[src/sv/vfa_pkg.sv]
// ----------------------------------------------------------------------------
// vfa_pkg - shared types and helpers of the vector fixed point alu
// widths, operation classes, transaction structs, rounding and clamping
// ----------------------------------------------------------------------------
package vfa_pkg;

	localparam int DATA_W = 32;
	localparam int FRAC_W = 16;

	localparam int PROD_W  = 2 * DATA_W;
	localparam int TRUNC_W = PROD_W - FRAC_W;
	localparam int WIDE_W  = (TRUNC_W + 2 > DATA_W + 2) ? TRUNC_W + 2 : DATA_W + 2;
	localparam int SUM_W   = 2 * DATA_W;
	localparam int ROOT_W  = DATA_W;
	localparam int NUM_W   = DATA_W + FRAC_W;

	localparam int Q_DEPTH = 2;
	localparam int Q_PTR_W = (Q_DEPTH > 1) ? $clog2(Q_DEPTH) : 1;
	localparam int Q_CNT_W = $clog2(Q_DEPTH + 1);

	// accept edge to result edge
	localparam int LATENCY = 5 + ROOT_W + NUM_W;

	typedef logic signed [DATA_W-1:0] word_t;

	localparam word_t VMAX = {1'b0, {(DATA_W-1){1'b1}}};
	localparam word_t VMIN = {1'b1, {(DATA_W-1){1'b0}}};

	localparam logic [1:0] ST_OK   = 2'd0;
	localparam logic [1:0] ST_SAT  = 2'd1;
	localparam logic [1:0] ST_DIV0 = 2'd2;

	typedef enum logic [3:0] {
		OP_ADD   = 4'd0,
		OP_SUB   = 4'd1,
		OP_NEG   = 4'd2,
		OP_SCALE = 4'd3,
		OP_DIV   = 4'd4,
		OP_DOT   = 4'd5,
		OP_CROSS = 4'd6,
		OP_LEN   = 4'd7,
		OP_NORM  = 4'd8,
		OP_NOP   = 4'd15
	} op_t;

	typedef struct packed {
		logic [3:0] operation;
		word_t      ax;
		word_t      ay;
		word_t      az;
		word_t      bx;
		word_t      by_comp;
		word_t      bz;
		word_t      scalar_in;
	} in_item_t;

	typedef struct packed {
		word_t      rx;
		word_t      ry;
		word_t      rz;
		word_t      scalar_out;
		logic [1:0] status;
	} out_item_t;

	// classified command between front and back
	typedef struct packed {
		op_t         op;
		word_t [2:0] a;
		word_t [2:0] b;
		word_t       s;
		logic        div0;
	} cmd_t;

	// product truncated toward zero, fraction bits dropped
	function automatic logic signed [TRUNC_W-1:0] trunc_prod(input logic signed [PROD_W-1:0] p);
		logic signed [PROD_W-1:0] biased;
		logic signed [PROD_W-1:0] shifted;
		biased  = p + (p[PROD_W-1] ? PROD_W'({FRAC_W{1'b1}}) : PROD_W'(0));
		shifted = biased >>> FRAC_W;
		return shifted[TRUNC_W-1:0];
	endfunction

	// clamp to the data range, msb of the result is the saturation flag
	function automatic logic [DATA_W:0] clamp_w(input logic signed [WIDE_W-1:0] v);
		if (v > WIDE_W'(VMAX))
			return {1'b1, VMAX};
		if (v < WIDE_W'(VMIN))
			return {1'b1, VMIN};
		return {1'b0, v[DATA_W-1:0]};
	endfunction

endpackage

[src/sv/vfa_queue.sv]
// ----------------------------------------------------------------------------
// vfa_queue - short command queue
// decouples the intake from the execution pipeline
// ----------------------------------------------------------------------------
module vfa_queue (
	input  logic          clk,
	input  logic          arst_n,
	input  logic          push,
	input  vfa_pkg::cmd_t wdata,
	input  logic          pop,
	output logic          full,
	output logic          avail,
	output vfa_pkg::cmd_t rdata
);
	import vfa_pkg::*;

	cmd_t               mem_q [Q_DEPTH];
	logic [Q_PTR_W-1:0] wr_ptr_q;
	logic [Q_PTR_W-1:0] rd_ptr_q;
	logic [Q_CNT_W-1:0] cnt_q;
	logic               do_push;
	logic               do_pop;

	assign full    = (cnt_q == Q_CNT_W'(Q_DEPTH));
	assign avail   = (cnt_q != '0);
	assign do_push = push && !full;
	assign do_pop  = pop && avail;
	assign rdata   = mem_q[rd_ptr_q];

	always_ff @(posedge clk) begin
		if (do_push) begin
			mem_q[wr_ptr_q] <= wdata;
		end
	end

	always_ff @(posedge clk or negedge arst_n) begin
		if (!arst_n) begin
			wr_ptr_q <= '0;
			rd_ptr_q <= '0;
			cnt_q    <= '0;
		end else begin
			if (do_push) begin
				wr_ptr_q <= (wr_ptr_q == Q_PTR_W'(Q_DEPTH - 1)) ? '0 : wr_ptr_q + 1'b1;
			end
			if (do_pop) begin
				rd_ptr_q <= (rd_ptr_q == Q_PTR_W'(Q_DEPTH - 1)) ? '0 : rd_ptr_q + 1'b1;
			end
			case ({do_push, do_pop})
				2'b10:   cnt_q <= cnt_q + 1'b1;
				2'b01:   cnt_q <= cnt_q - 1'b1;
				default: cnt_q <= cnt_q;
			endcase
		end
	end

endmodule

[config.mk]
export PLATFORM = sky130hd
export DESIGN_NAME = vfa_queue
export DESIGN_NICKNAME = d
export VERILOG_FILES = /design/src/sv/vfa_pkg.sv /design/src/sv/vfa_queue.sv
export SDC_FILE = /design/constraint.sdc
export NUM_CORES = 1
export LEC_CHECK = 0
export ABC_CLOCK_PERIOD_IN_PS = 15490
export BUFFER_PORTS_ARGS = -buffer_cell sky130_fd_sc_hd__buf_4
export CORE_MARGIN = 2
export CORE_UTILIZATION = 45
export CTS_CLUSTER_SIZE = 12
export DETAILED_ROUTE_END_ITERATION = 7
export GPL_TIMING_DRIVEN = 0
export PLACE_DENSITY_LB_ADDON = 0.12
export SKIP_LAST_GASP = 1
export SYNTH_ARGS = -nofsm -noshare
export SYNTH_HDL_FRONTEND = slang
export SYNTH_SLANG_ARGS = --single-unit
[constraint.sdc]
create_clock -name clk -period 15.49 [get_ports clk]
set_input_delay 3.098 -clock clk [delete_from_list [all_inputs] [get_ports clk]]
set_output_delay 3.098 -clock clk [all_outputs]
set_load 0.03 [all_outputs]
==> impl_metrics.ini <==
[clock_tree]
cts_made_buffers = 48
clk_pin_slew_ns = 0.06
cts_setup_buffers = 0
cts_max_path_buffers = 3
cts_tree = built
clock_latency_ns = 0.56
cts_max_level = 2
cts_resized = 0
hold_buffers = 0
cts_num_sinks = 462
root_buffer = clkbuf_16

[route]
wl_per_cell_microns = 20.9
wl_mm = 37.7
first_pass_iters = 6
vias = 8723
drtIter0Drc = 298
final_antenna_net_count = 0
via_per_inst = 4.82
drc = 0

[timing]
worstMarginPinSlew_ns = 0.662
setup_slack_ns = 10.47
drv_slew = 0
finalHoldViolCount = 0
period_share_pct = 32.4
period_needed_ns = 5.02
fmax_mhz = 199
clock_skew_ns = 0.00780
finalSetupViolCount = 0
slew_headroom_pct = 55.9
grt_setup_unrepaired = no

[logic_synthesis]
syn_area_sq_um = 17700
synth-seq-cells = 462
ys_types = 17
synth.area.top_cells = edfxtp_1, mux2_4, buf_12, mux2_2, dfrtp_1
syn_inst = 731
synth_edf_count = 458
syn_nets = 965
yosys.area.top_type = edfxtp_1
synth_top_area_share_pct = 77.5
synth_common_cells = edfxtp_1, mux2_4, mux2_2
ys_seq_area_share_pct = 78.1
synth_most_common_cell = edfxtp_1
post_synth.cell_area_avg_sq_um = 24.3
yosysWarnings = 0
yosys_most_used_dff = edfxtp_1
async_flop_share_pct = 0.866

[worst_setup_path]
cp.required_ns = 12.39
reg2reg_to = mem_q[1][178]
end_kind = output port
reg2reg_depth = 4
path_class = flop to output port
cp-startpoint = rd_ptr_q
reg2reg_from = cnt_q[0]
cp_data_arrival_time_ns = 1.92
r2r_slack_ns = 13.19
crit_path_end = rdata[206]
cp-start-kind = flop
crit_fanout = 10

[floorplan]
die_w_microns = 203
io_pins = 464
core_sq_um = 38800
rows = 72
die_h_microns = 203
floorplan.initialDensity_pct = 45.7
dieArea_sq_um = 41000

[power_and_ir_drop]
p_sw_share_pct = 34.0
leakagePower_nw = 9.37
intPower_mw = 3.28
p_comb_share_pct = 43.4
p_sw_mw = 1.69
pwr-share-clk_pct = 21.1
powerDensity_nw_per_um2 = 211
vdd_drop_max_v = 0.000122
seqPwrFrac_pct = 35.6

[global_route]
grt_max_degree = 62
grt_first_pass_wirelength_mm = 54.6
grt_pass1_vias = 9083
grt-ovfl-total = 0
antenna_found_initial = 4
grt_usage_pct = 18.0

[placement]
placedInstanceArea_sq_um = 22200
io_buffers = 463
dp_cells = 1725
dpl.hpwl_mm = 26.7
gp_congestion = 0.745
place_ws_ns = 10.60

[status]
status = completed

[cells_and_area]
nFillCells = 2865
nets = 1491
instances_no_fill = 1809
final_cell_area_sq_um = 23600
layout-drive-gt1-share_pct = 61.5
area_growth_pct = 33.0

[min_path]
hold_class = flop to flop

[job]
drv_cap = 0
-- power by group through the flow --
stage,Combinational (mW),Sequential [mW],Clock (mW)
finish,2.16,1.77,1.05
global route,2.26,1.79,1.12
CTS,2.19,1.77,1.08
detailed placement,2.18,1.79,0
global placement,2.12,1.95,0
floorplan,1.45,1.88,0
-- cell usage in the layout (no fill, tap or decap), drive strengths merged --
cell	netlist	layout
buf	26	502
edfxtp	458	458
mux2	229	229
clkbuf	0	67
clkinv	0	11
diode	0	4
dfrtp	4	4
xnor2	3	3
xor2	2	2
bufinv	0	2
nor2	2	2
or2	1	1
and2	1	1
nand2b	1	1
inv	1	1
nand2	1	1
and3	1	1
ha	1	1
-- layout make-up --
type | count | area (sq um) | share of cell area [%]
sequential | 462 | 13900 | 58.7
timing repair buffer | 476 | 3780 | 16.0
clock buffer | 67 | 1290 | 5.48
clock inverter | 13 | 109 | 0.461
multi-input combinational | 242 | 3430 | 14.6
antenna | 4 | 10.0 | 0.0424
tap | 518 | 648 | 2.75
buffer | 26 | 467 | 1.98
inverter | 1 | 3.75 | 0.0159
-- flip-flops by register name, summed over array words and instances, names as in the netlist --
signal and cells:
mem_q 458, rd_ptr_q 1, cnt_q 2, wr_ptr_q 1
-- per-stage QoR --
stage / util, % / power, mW / hold slack (ns) / TNS, ns
global placement: 56.3 / 4.07 / 0.477 / -950.17
global route: 60.8 / 5.17 / 0.545 / 0
CTS: 60.8 / 5.04 / 0.523 / 0
floorplan: - / 3.33 / 0.457 / 0
finish: 60.8 / 4.97 / 0.517 / 0
detailed placement: 57.1 / 3.98 / 0.510 / 0
-- worst max-delay path, cell delays in order, from the launching register on --
cell     delay, ns
dfrtp_1       0.34
buf_6         0.12
buf_2         0.33
mux2_2        0.39
buf_4         0.17
-- layer usage --
metal / track usage (%) / part of all wire [%]
met4: 7.90 / 3.4
met3: 7.08 / 9.5
met2: 29.9 / 50
met5: 0 / 0
met1: 20.6 / 37
-- cells by family after synthesis --
family                   Yosys count  synth area share (%)
buffers and inverters             27                  2.65
AND/OR/NAND/NOR                    7                 0.205
multiplexers                     229                  18.8
adder cells (fa/ha/maj)            1                0.0705
flip-flops                       462                  78.1
XOR/XNOR                           5                 0.247
-- how the worst min path moves through the flow --
stage	from	endpoint	slack, ns	cells after the start
5_1_grt	cnt_q[1]	cnt_q[1]	0.55	1
2_1_floorplan	cnt_q[1]	cnt_q[1]	0.46	1
6_report	cnt_q[1]	cnt_q[1]	0.52	1
3_5_place_dp	cnt_q[1]	cnt_q[1]	0.51	1
3_3_place_gp	wr_ptr_q	wr_ptr_q	0.48	1
4_1_cts	cnt_q[1]	cnt_q[1]	0.52	1
No activity file was read; power rests on OpenSTA's default activity.
