==> config.mk <==
export PLATFORM = sky130hd
export DESIGN_NAME = vfa_front
export DESIGN_NICKNAME = d
export VERILOG_FILES = /design/src/sv/vfa_pkg.sv /design/src/sv/vfa_front.sv
export SDC_FILE = /design/constraint.sdc
export NUM_CORES = 1
export LEC_CHECK = 0
export BUFFER_PORTS_ARGS = -buffer_cell sky130_fd_sc_hd__clkbuf_2
export CORE_AREA = 2 2 181 183
export CTS_CLUSTER_SIZE = 8
export DETAILED_ROUTE_END_ITERATION = 8
export DIE_AREA = 0 0 183 185
export SKIP_CTS_REPAIR_TIMING = 1
export SYNTH_ARGS = -nofsm -noshare
export SYNTH_HDL_FRONTEND = slang
export SYNTH_SLANG_ARGS = --single-unit
==> constraint.sdc <==
create_clock -name clk -period 5.5 [get_ports clk]
set_input_delay 0.275 -clock clk [delete_from_list [all_inputs] [get_ports clk]]
set_output_delay 0.275 -clock clk [all_outputs]
set_load 0.01 [all_outputs]
==> src/sv/vfa_pkg.sv <==
// ----------------------------------------------------------------------------
// vfa_pkg - shared types and helpers of the vector fixed point alu
// widths, operation classes, transaction structs, rounding and clamping
// ----------------------------------------------------------------------------
package vfa_pkg;

	localparam int DATA_W = 32;
	localparam int FRAC_W = 16;

	localparam int PROD_W  = 2 * DATA_W;
	localparam int TRUNC_W = PROD_W - FRAC_W;
	localparam int WIDE_W  = (TRUNC_W + 2 > DATA_W + 2) ? TRUNC_W + 2 : DATA_W + 2;
	localparam int SUM_W   = 2 * DATA_W;
	localparam int ROOT_W  = DATA_W;
	localparam int NUM_W   = DATA_W + FRAC_W;

	localparam int Q_DEPTH = 2;
	localparam int Q_PTR_W = (Q_DEPTH > 1) ? $clog2(Q_DEPTH) : 1;
	localparam int Q_CNT_W = $clog2(Q_DEPTH + 1);

	// accept edge to result edge
	localparam int LATENCY = 5 + ROOT_W + NUM_W;

	typedef logic signed [DATA_W-1:0] word_t;

	localparam word_t VMAX = {1'b0, {(DATA_W-1){1'b1}}};
	localparam word_t VMIN = {1'b1, {(DATA_W-1){1'b0}}};

	localparam logic [1:0] ST_OK   = 2'd0;
	localparam logic [1:0] ST_SAT  = 2'd1;
	localparam logic [1:0] ST_DIV0 = 2'd2;

	typedef enum logic [3:0] {
		OP_ADD   = 4'd0,
		OP_SUB   = 4'd1,
		OP_NEG   = 4'd2,
		OP_SCALE = 4'd3,
		OP_DIV   = 4'd4,
		OP_DOT   = 4'd5,
		OP_CROSS = 4'd6,
		OP_LEN   = 4'd7,
		OP_NORM  = 4'd8,
		OP_NOP   = 4'd15
	} op_t;

	typedef struct packed {
		logic [3:0] operation;
		word_t      ax;
		word_t      ay;
		word_t      az;
		word_t      bx;
		word_t      by_comp;
		word_t      bz;
		word_t      scalar_in;
	} in_item_t;

	typedef struct packed {
		word_t      rx;
		word_t      ry;
		word_t      rz;
		word_t      scalar_out;
		logic [1:0] status;
	} out_item_t;

	// classified command between front and back
	typedef struct packed {
		op_t         op;
		word_t [2:0] a;
		word_t [2:0] b;
		word_t       s;
		logic        div0;
	} cmd_t;

	// product truncated toward zero, fraction bits dropped
	function automatic logic signed [TRUNC_W-1:0] trunc_prod(input logic signed [PROD_W-1:0] p);
		logic signed [PROD_W-1:0] biased;
		logic signed [PROD_W-1:0] shifted;
		biased  = p + (p[PROD_W-1] ? PROD_W'({FRAC_W{1'b1}}) : PROD_W'(0));
		shifted = biased >>> FRAC_W;
		return shifted[TRUNC_W-1:0];
	endfunction

	// clamp to the data range, msb of the result is the saturation flag
	function automatic logic [DATA_W:0] clamp_w(input logic signed [WIDE_W-1:0] v);
		if (v > WIDE_W'(VMAX))
			return {1'b1, VMAX};
		if (v < WIDE_W'(VMIN))
			return {1'b1, VMIN};
		return {1'b0, v[DATA_W-1:0]};
	endfunction

endpackage

==> src/sv/vfa_front.sv <==
// ----------------------------------------------------------------------------
// vfa_front - command intake
// takes transactions, classifies the operation code and hands them to the queue
// ----------------------------------------------------------------------------
module vfa_front (
	input  logic              clk,
	input  logic              arst_n,
	input  logic              start,
	input  vfa_pkg::in_item_t item,
	input  logic              q_full,
	output logic              busy,
	output logic              push,
	output vfa_pkg::cmd_t     cmd
);
	import vfa_pkg::*;

	logic     v_s1;
	in_item_t item_s1;
	logic     accept;

	assign busy   = v_s1 && q_full;
	assign push   = v_s1 && !q_full;
	assign accept = start && !busy;

	always_ff @(posedge clk or negedge arst_n) begin
		if (!arst_n) begin
			v_s1 <= 1'b0;
		end else if (accept) begin
			v_s1 <= 1'b1;
		end else if (push) begin
			v_s1 <= 1'b0;
		end
	end

	always_ff @(posedge clk) begin
		if (accept) begin
			item_s1 <= item;
		end
	end

	// unknown codes fall to a no-op class
	always_comb begin
		cmd.a[0] = item_s1.ax;
		cmd.a[1] = item_s1.ay;
		cmd.a[2] = item_s1.az;
		cmd.b[0] = item_s1.bx;
		cmd.b[1] = item_s1.by_comp;
		cmd.b[2] = item_s1.bz;
		cmd.s    = item_s1.scalar_in;
		cmd.div0 = (item_s1.scalar_in == '0);
		unique case (item_s1.operation)
			OP_ADD:   cmd.op = OP_ADD;
			OP_SUB:   cmd.op = OP_SUB;
			OP_NEG:   cmd.op = OP_NEG;
			OP_SCALE: cmd.op = OP_SCALE;
			OP_DIV:   cmd.op = OP_DIV;
			OP_DOT:   cmd.op = OP_DOT;
			OP_CROSS: cmd.op = OP_CROSS;
			OP_LEN:   cmd.op = OP_LEN;
			OP_NORM:  cmd.op = OP_NORM;
			default:  cmd.op = OP_NOP;
		endcase
	end

endmodule

==> flow_summary.toml, run 1 <==
[final_layout]
layout-drive-gt1-share_pct = 50.3
n_fill_cell = 2924
finalNonFillerCells = 1419
final_common_cell = "clkbuf_2"
final_util_pct = 41.6
layout_common_cells = "clkbuf_2, dlygate4sd3_1, edfxtp_1"
area_growth_pct = 50.8
nets = 1226
stdcell_area_um2 = 13300

[detailed_routing]
drt_iter0_drc = 208
wl_mm = 23.4
postRouteAntennaNets = 0
vias = 5469
routedWlPerCell_um = 16.5
drc_errors = 0
viasPerCell = 3.85
first_pass_iters = 4

[die]
die_h_um = 185
die_area_um2 = 33900
io_pins = 463
initial_core_util_pct = 27.6
core_um2 = 32000
die_w_um = 183
num_rows = 66

[place]
io_buffers = 462
gp_congestion = 0.830
post-place-cells = 1135
hpwl_mm = 15.3
dpl_cell_area_um2 = 10000

[status]
status = "complete, no violations"

[grt]
antenna_found_initial = 3
grt_overflow = 0
grtUsageTotal_pct = 11.3
grt_start_max_net_pins = 161
grt_pass1_wl_mm = 28.0
grt_pass1_vias = 4561

[synthesis]
yosysTopAreaCell = "edfxtp_1"
syn_area_um2 = 8830
ys_warn_count = 0
ys_ff_latch = 233
ys_seq_area_share_pct = 78.7
yosysTopAreaCellShare_pct = 77.5
syn_avg_cell_area_um2 = 18.1
synth_cell_types = 20
synth_cells = 487
synthTopCellsByArea = "edfxtp_1, buf_4, dfxtp_1, nor4_1, dfrtp_1"
synth_fp_nets = 719

[run]
max_cap_viol_count = 0

[timing]
timing.fmax_mhz = 465
worst_slew_pin_slew_ns = 1.02
fin_setup_tns_ns = 0
hold_viol_final = 0
fin_crit_sh_pct = 39.1
skew_ns = 0.0181
drv_slew = 0
grt_setup_unrepaired = "false"
finalSetupViolations = 0
max_slew_margin_pct = 31.7
fin_crit_ns = 2.15

[min_path]
holdCritPathClass = "in -> async"

[clock_tree]
cts.path.max_buffers = 3
root_buffer = "clkbuf_16"
cts_buffers = 35
clkLatencyLatePin_ns = 0.50
clkTransAtPathRegs_ns = 0.05
cts_max_level = 2
cts_tree = "done"
cts_sinks = 233

[power_and_ir_drop]
ir_drop_mv = 0.266
p_per_area_nw_per_um2 = 337
leakage_nw = 5.65

[setup_path]
path_max_fanout = 2
worst_setup_path_start_kind = "flop"
end_kind = "output pin"
crit_type = "reg -> out"
cp.required_ns = 5.22
worst_r2r_path_depth = 2
arrival_ns = 1.88
[flip-flops by register name, summed over array words and instances (netlist names)]
| signal | flops |
|---|---|
| cmd | 228 |
| item_s1 | 4 |
| v_s1 | 1 |
[report_power, final]
part	leakage (nW)	internal, W	total, W	switching (W)
logic	2.95	0.000230	0.000425	0.000196
clock network	0.487	0.00123	0.00196	0.000725
registers	2.22	0.00208	0.00211	0.0000332
total	5.65	0.00354	0.00449	0.000954
[synthesized netlist by cell type]
cell type,count
dfxtp_1,4
and2_1,1
inv_1,1
nand2_1,2
o21a_1,1
buf_4,224
o21ai_0,1
nand4_1,2
o311a_1,2
nor3_1,3
mux2_2,1
or2_2,1
edfxtp_1,228
mux2i_1,1
nor4_1,8
a31oi_1,1
a21boi_4,1
nor2_1,3
dfrtp_1,1
nor2b_1,1
[logic make-up after synthesis]
family / Yosys count / share of synthesized area, %
DFF: 233 / 78.7
buffers and inverters: 225 / 19.1
and+or+nand+nor: 21 / 1.30
AOI/OAI and AO/OA: 6 / 0.652
muxes: 2 / 0.241
[path summary, 6_finish.rpt]
check                             startpoint  endpoint  slack [ns]
worst max-delay path                 cmd[28]    cmd[0]        3.35
worst min-delay path                  arst_n      v_s1        0.11
worst max register to register          v_s1  cmd[188]        3.63
worst min register to register  item_s1[226]  cmd[227]        0.55
max in group asynchronous             arst_n      v_s1        5.29
min in group clk                      q_full      v_s1        0.20
[through the flow]
stage / hold WS, ns / power [W] / setup slack, ns
CTS: -0.468 / 0.00442 / 3.31
finish: 0.107 / 0.00449 / 3.35
global route: 0.0827 / 0.00467 / 3.31
detailed placement: 0.0754 / 0.00243 / 3.73
global placement: 0.0731 / 0.00243 / 3.76
floorplan: -0.0206 / 0.00235 / 0.404
[worst max-delay path, stage by stage, from the launching register on]
cell and delay, ns:
edfxtp_1 0.40, nor4_1 0.40, nand4_1 0.21, nor2_1 0.22, clkbuf_2 0.16
[area by class of cell]
cell class	instances	area [um2]	share of cell area [%]
Multi-Input combinational cell	29	194	1.46
Clock buffer	50	995	7.47
Inverter	1	3.75	0.0282
Antenna cell	3	7.51	0.0564
Timing Repair Buffer	694	4650	34.9
Sequential cell	233	6950	52.2
Clock inverter	1	5.00	0.0376
Tap cell	408	510	3.83
[metal layers]
layer	routed length (um)	vias up	GRT usage, %	part of all wire [%]
li1	-	2538	-	-
met2	12200	281	19.0	52
met5	0	-	0	0
met4	588	0	4.32	2.5
met1	8660	2610	12.3	37
met3	1970	40	5.72	8.4
No activity file was read; power rests on OpenSTA's default activity.
==> run 2, diff against run 1 <==
Settings changed: ABC_AREA set to 1, CORE_AREA 2 2 181 183 to 2 2 182 184, DIE_AREA 0 0 183 185 to 0 0 184 186.
Clock period 5.5 ns to 2.02 ns, I/O delays scaled along.
==> run 2 against run 1 <==
Against the previous run: global-route usage grew 0.22 points; clock skew is 0.00059 ns higher; sequential power grew to 2.7 times the previous value; worst setup slack worse by 3.1 ns; register-to-register slack worse by 3.2 ns; critical path type unchanged; highest routed layer is now met5.
==> flow_summary.toml, run 2 <==
[power_and_ir_drop]
leakage_nw = 5.81
p_per_area_nw_per_um2 = 912
power.net_switching_w = 0.00267
comb_power_share_pct = 10.6
clockPowerShare_pct = 42.3
p_sw_share_pct = 21.7
total_power_w = 0.0123
ir_drop_mv = 0.626
seq_power_share_pct = 47.1
internal-power_w = 0.00963

[clock_tree]
clkLatencyLatePin_ns = 0.49
clkTransAtPathRegs_ns = 0.05
cts_buffers = 35
cts_tree = "done"
cts_sinks = 233
cts.path.max_buffers = 3
root_buffer = "clkbuf_16"
cts_max_level = 2

[timing]
worst_slew_pin_slew_ns = 0.328
hold_viol_final = 0
fin_crit_ns = 1.80
grt_setup_unrepaired = "false"
fin_crit_sh_pct = 88.9
skew_ns = 0.0187
finalSetupViolations = 0
drv_slew = 0
timing.fmax_mhz = 557
worst_slack_ns = 0.224
fin_setup_tns_ns = 0
max_slew_margin_pct = 78.1

[place]
gp_congestion = 0.753
place_ws_ns = 0.437
hpwl_mm = 16.3
dpl_cell_area_um2 = 10200
io_buffers = 462

[setup_path]
r2r_setup_slack_ns = 0.40
cp.required_ns = 1.92
end_kind = "output pin"
path_max_fanout = 2
arrival_ns = 1.69
r2r-end = "item_s1[226]"
worst_setup_path_start_kind = "flop"
crit_type = "reg -> out"
rr_startpoint = "v_s1"
worst_r2r_path_depth = 5

[synthesis]
synth.most_common_cell = "edfxtp_1"
synth_edf_count = 228
ys_warn_count = 0
synth_xor_area_share_pct = 0
synth-simple-area-share_pct = 2.64
synth_cells = 523
syn_area_um2 = 8920
synthTopCellsByArea = "edfxtp_1, buf_4, nor2_1, dfxtp_1, nand2_1"
synth_fp_nets = 755
yosysTopAreaCellShare_pct = 76.8
syn_avg_cell_area_um2 = 17.1
muxShareOfSynthArea_pct = 0
synth-compound-area-share_pct = 0.0982
synth_fa_ha_area_share_pct = 0
synth_top_family_by_area = "buffers and inverters"
synthTopCellsByCount = "edfxtp_1, buf_4, nor2_1"
yosysTopAreaCell = "edfxtp_1"
synth_cell_types = 13
ys_seq_area_share_pct = 77.9
synthArstFlopShare_pct = 0.429
ys_ff_latch = 233
ys.flop_type = "edfxtp_1"

[min_path]
worstHoldStart = "item[202]"
holdCritPathClass = "in -> reg"
hold-path-cell-count = 2
holdPathEnd = "cmd[139]"

[die]
num_rows = 66
io_pins = 463
die_area_um2 = 34200
core_um2 = 32200
die_w_um = 184
die_h_um = 186
initial_core_util_pct = 27.7

[final_layout]
area_growth_pct = 51.1
nets = 1270
layout-drive-gt1-share_pct = 49.6
layout_common_cells = "clkbuf_2, dlygate4sd3_1, edfxtp_1"
final_util_pct = 41.8
stdcell_area_um2 = 13500
final_common_cell = "clkbuf_2"
largest_reg_flops = 228
n_fill_cell = 2903

[run]
max_cap_viol_count = 0

[detailed_routing]
vias = 5579
routedWlPerCell_um = 16.9
postRouteAntennaNets = 0
viasPerCell = 3.83
drt_iter0_drc = 184
wl_mm = 24.6
first_pass_iters = 6
drc_errors = 0

[grt]
antenna_found_initial = 2
grt_pass1_wl_mm = 28.9
grt_overflow = 0
grt_pass1_vias = 4920
grt_start_max_net_pins = 54
grtUsageTotal_pct = 11.6

[status]
status = "complete, no violations"
run 2: cell types whose count changed in the layout (fill, tap and decap cells not counted), moves of 4 or more:
cell,previous run,this run
nand2_1,2,20
clkbuf_1,11,7
buf_12,2,6
nor4_1,8,0
inv_1,1,9
nor2_1,3,22
nand2_2,0,7
run 2: cell families after synthesis:
kind of cell,after synthesis
AOI/OAI and AO/OA,1
and+or+nand+nor,54
DFF,233
buffers and inverters,235
run 2: metal layers:
layer | track usage [%] | up-vias | part of all wire, %
met3 | 5.73 | 38 | 9.7
met2 | 20.4 | 314 | 53
met4 | 3.78 | 2 | 1.8
met1 | 12.0 | 2603 | 35
met5 | 0 | - | 0.053
li1 | - | 2622 | -
run 2: stage by stage:
step / hold WS (ns) / std cells
floorplan: -0.195 / 523
global placement: -0.122 / 1177
detailed placement: -0.122 / 1177
CTS: -0.669 / 1222
global route: 0.303 / 1454
finish: 0.324 / 1455
run 2: critical path, stage by stage (launching register included):
cell	delay, ns
edfxtp_1	0.40
nor2_1	0.18
nand2_1	0.11
nor2_1	0.11
nand2_1	0.10
nor2_1	0.15
clkbuf_2	0.15
run 2: cell type report:
class	instances	area, um2	area share (%)
sequential	233	6950	51.6
clock inverter	2	38.8	0.288
multi-input combinational	55	244	1.81
inverter	11	45.0	0.334
antenna	1	2.50	0.0186
tap	408	510	3.79
timing repair buffer	702	4770	35.4
clock buffer	43	916	6.80
run 2: power groups by stage:
| stage | registers (W) | clock network, W | logic (W) |
|---|---|---|---|
| 6_report | 0.00579 | 0.00520 | 0.00130 |
| 5_1_grt | 0.00581 | 0.00563 | 0.00140 |
| 4_1_cts | 0.00579 | 0.00541 | 0.000938 |
| 3_5_place_dp | 0.00588 | 0 | 0.000937 |
| 3_3_place_gp | 0.00586 | 0 | 0.000925 |
| 2_1_floorplan | 0.00589 | 0 | 0.000647 |
run 2: worst max path at each step:
| stage | cells past startpoint | slack (ns) | startpoint | endpoint |
|---|---|---|---|---|
| detailed placement | 5 | 0.44 | v_s1 | cmd[181] |
| CTS | 6 | 0.25 | cmd[18] | cmd[0] |
| global placement | 5 | 0.46 | v_s1 | cmd[91] |
| floorplan | 3 | -2.33 | v_s1 | cmd[100] |
| finish | 6 | 0.22 | cmd[20] | cmd[0] |
| global route | 6 | 0.16 | cmd[20] | cmd[0] |
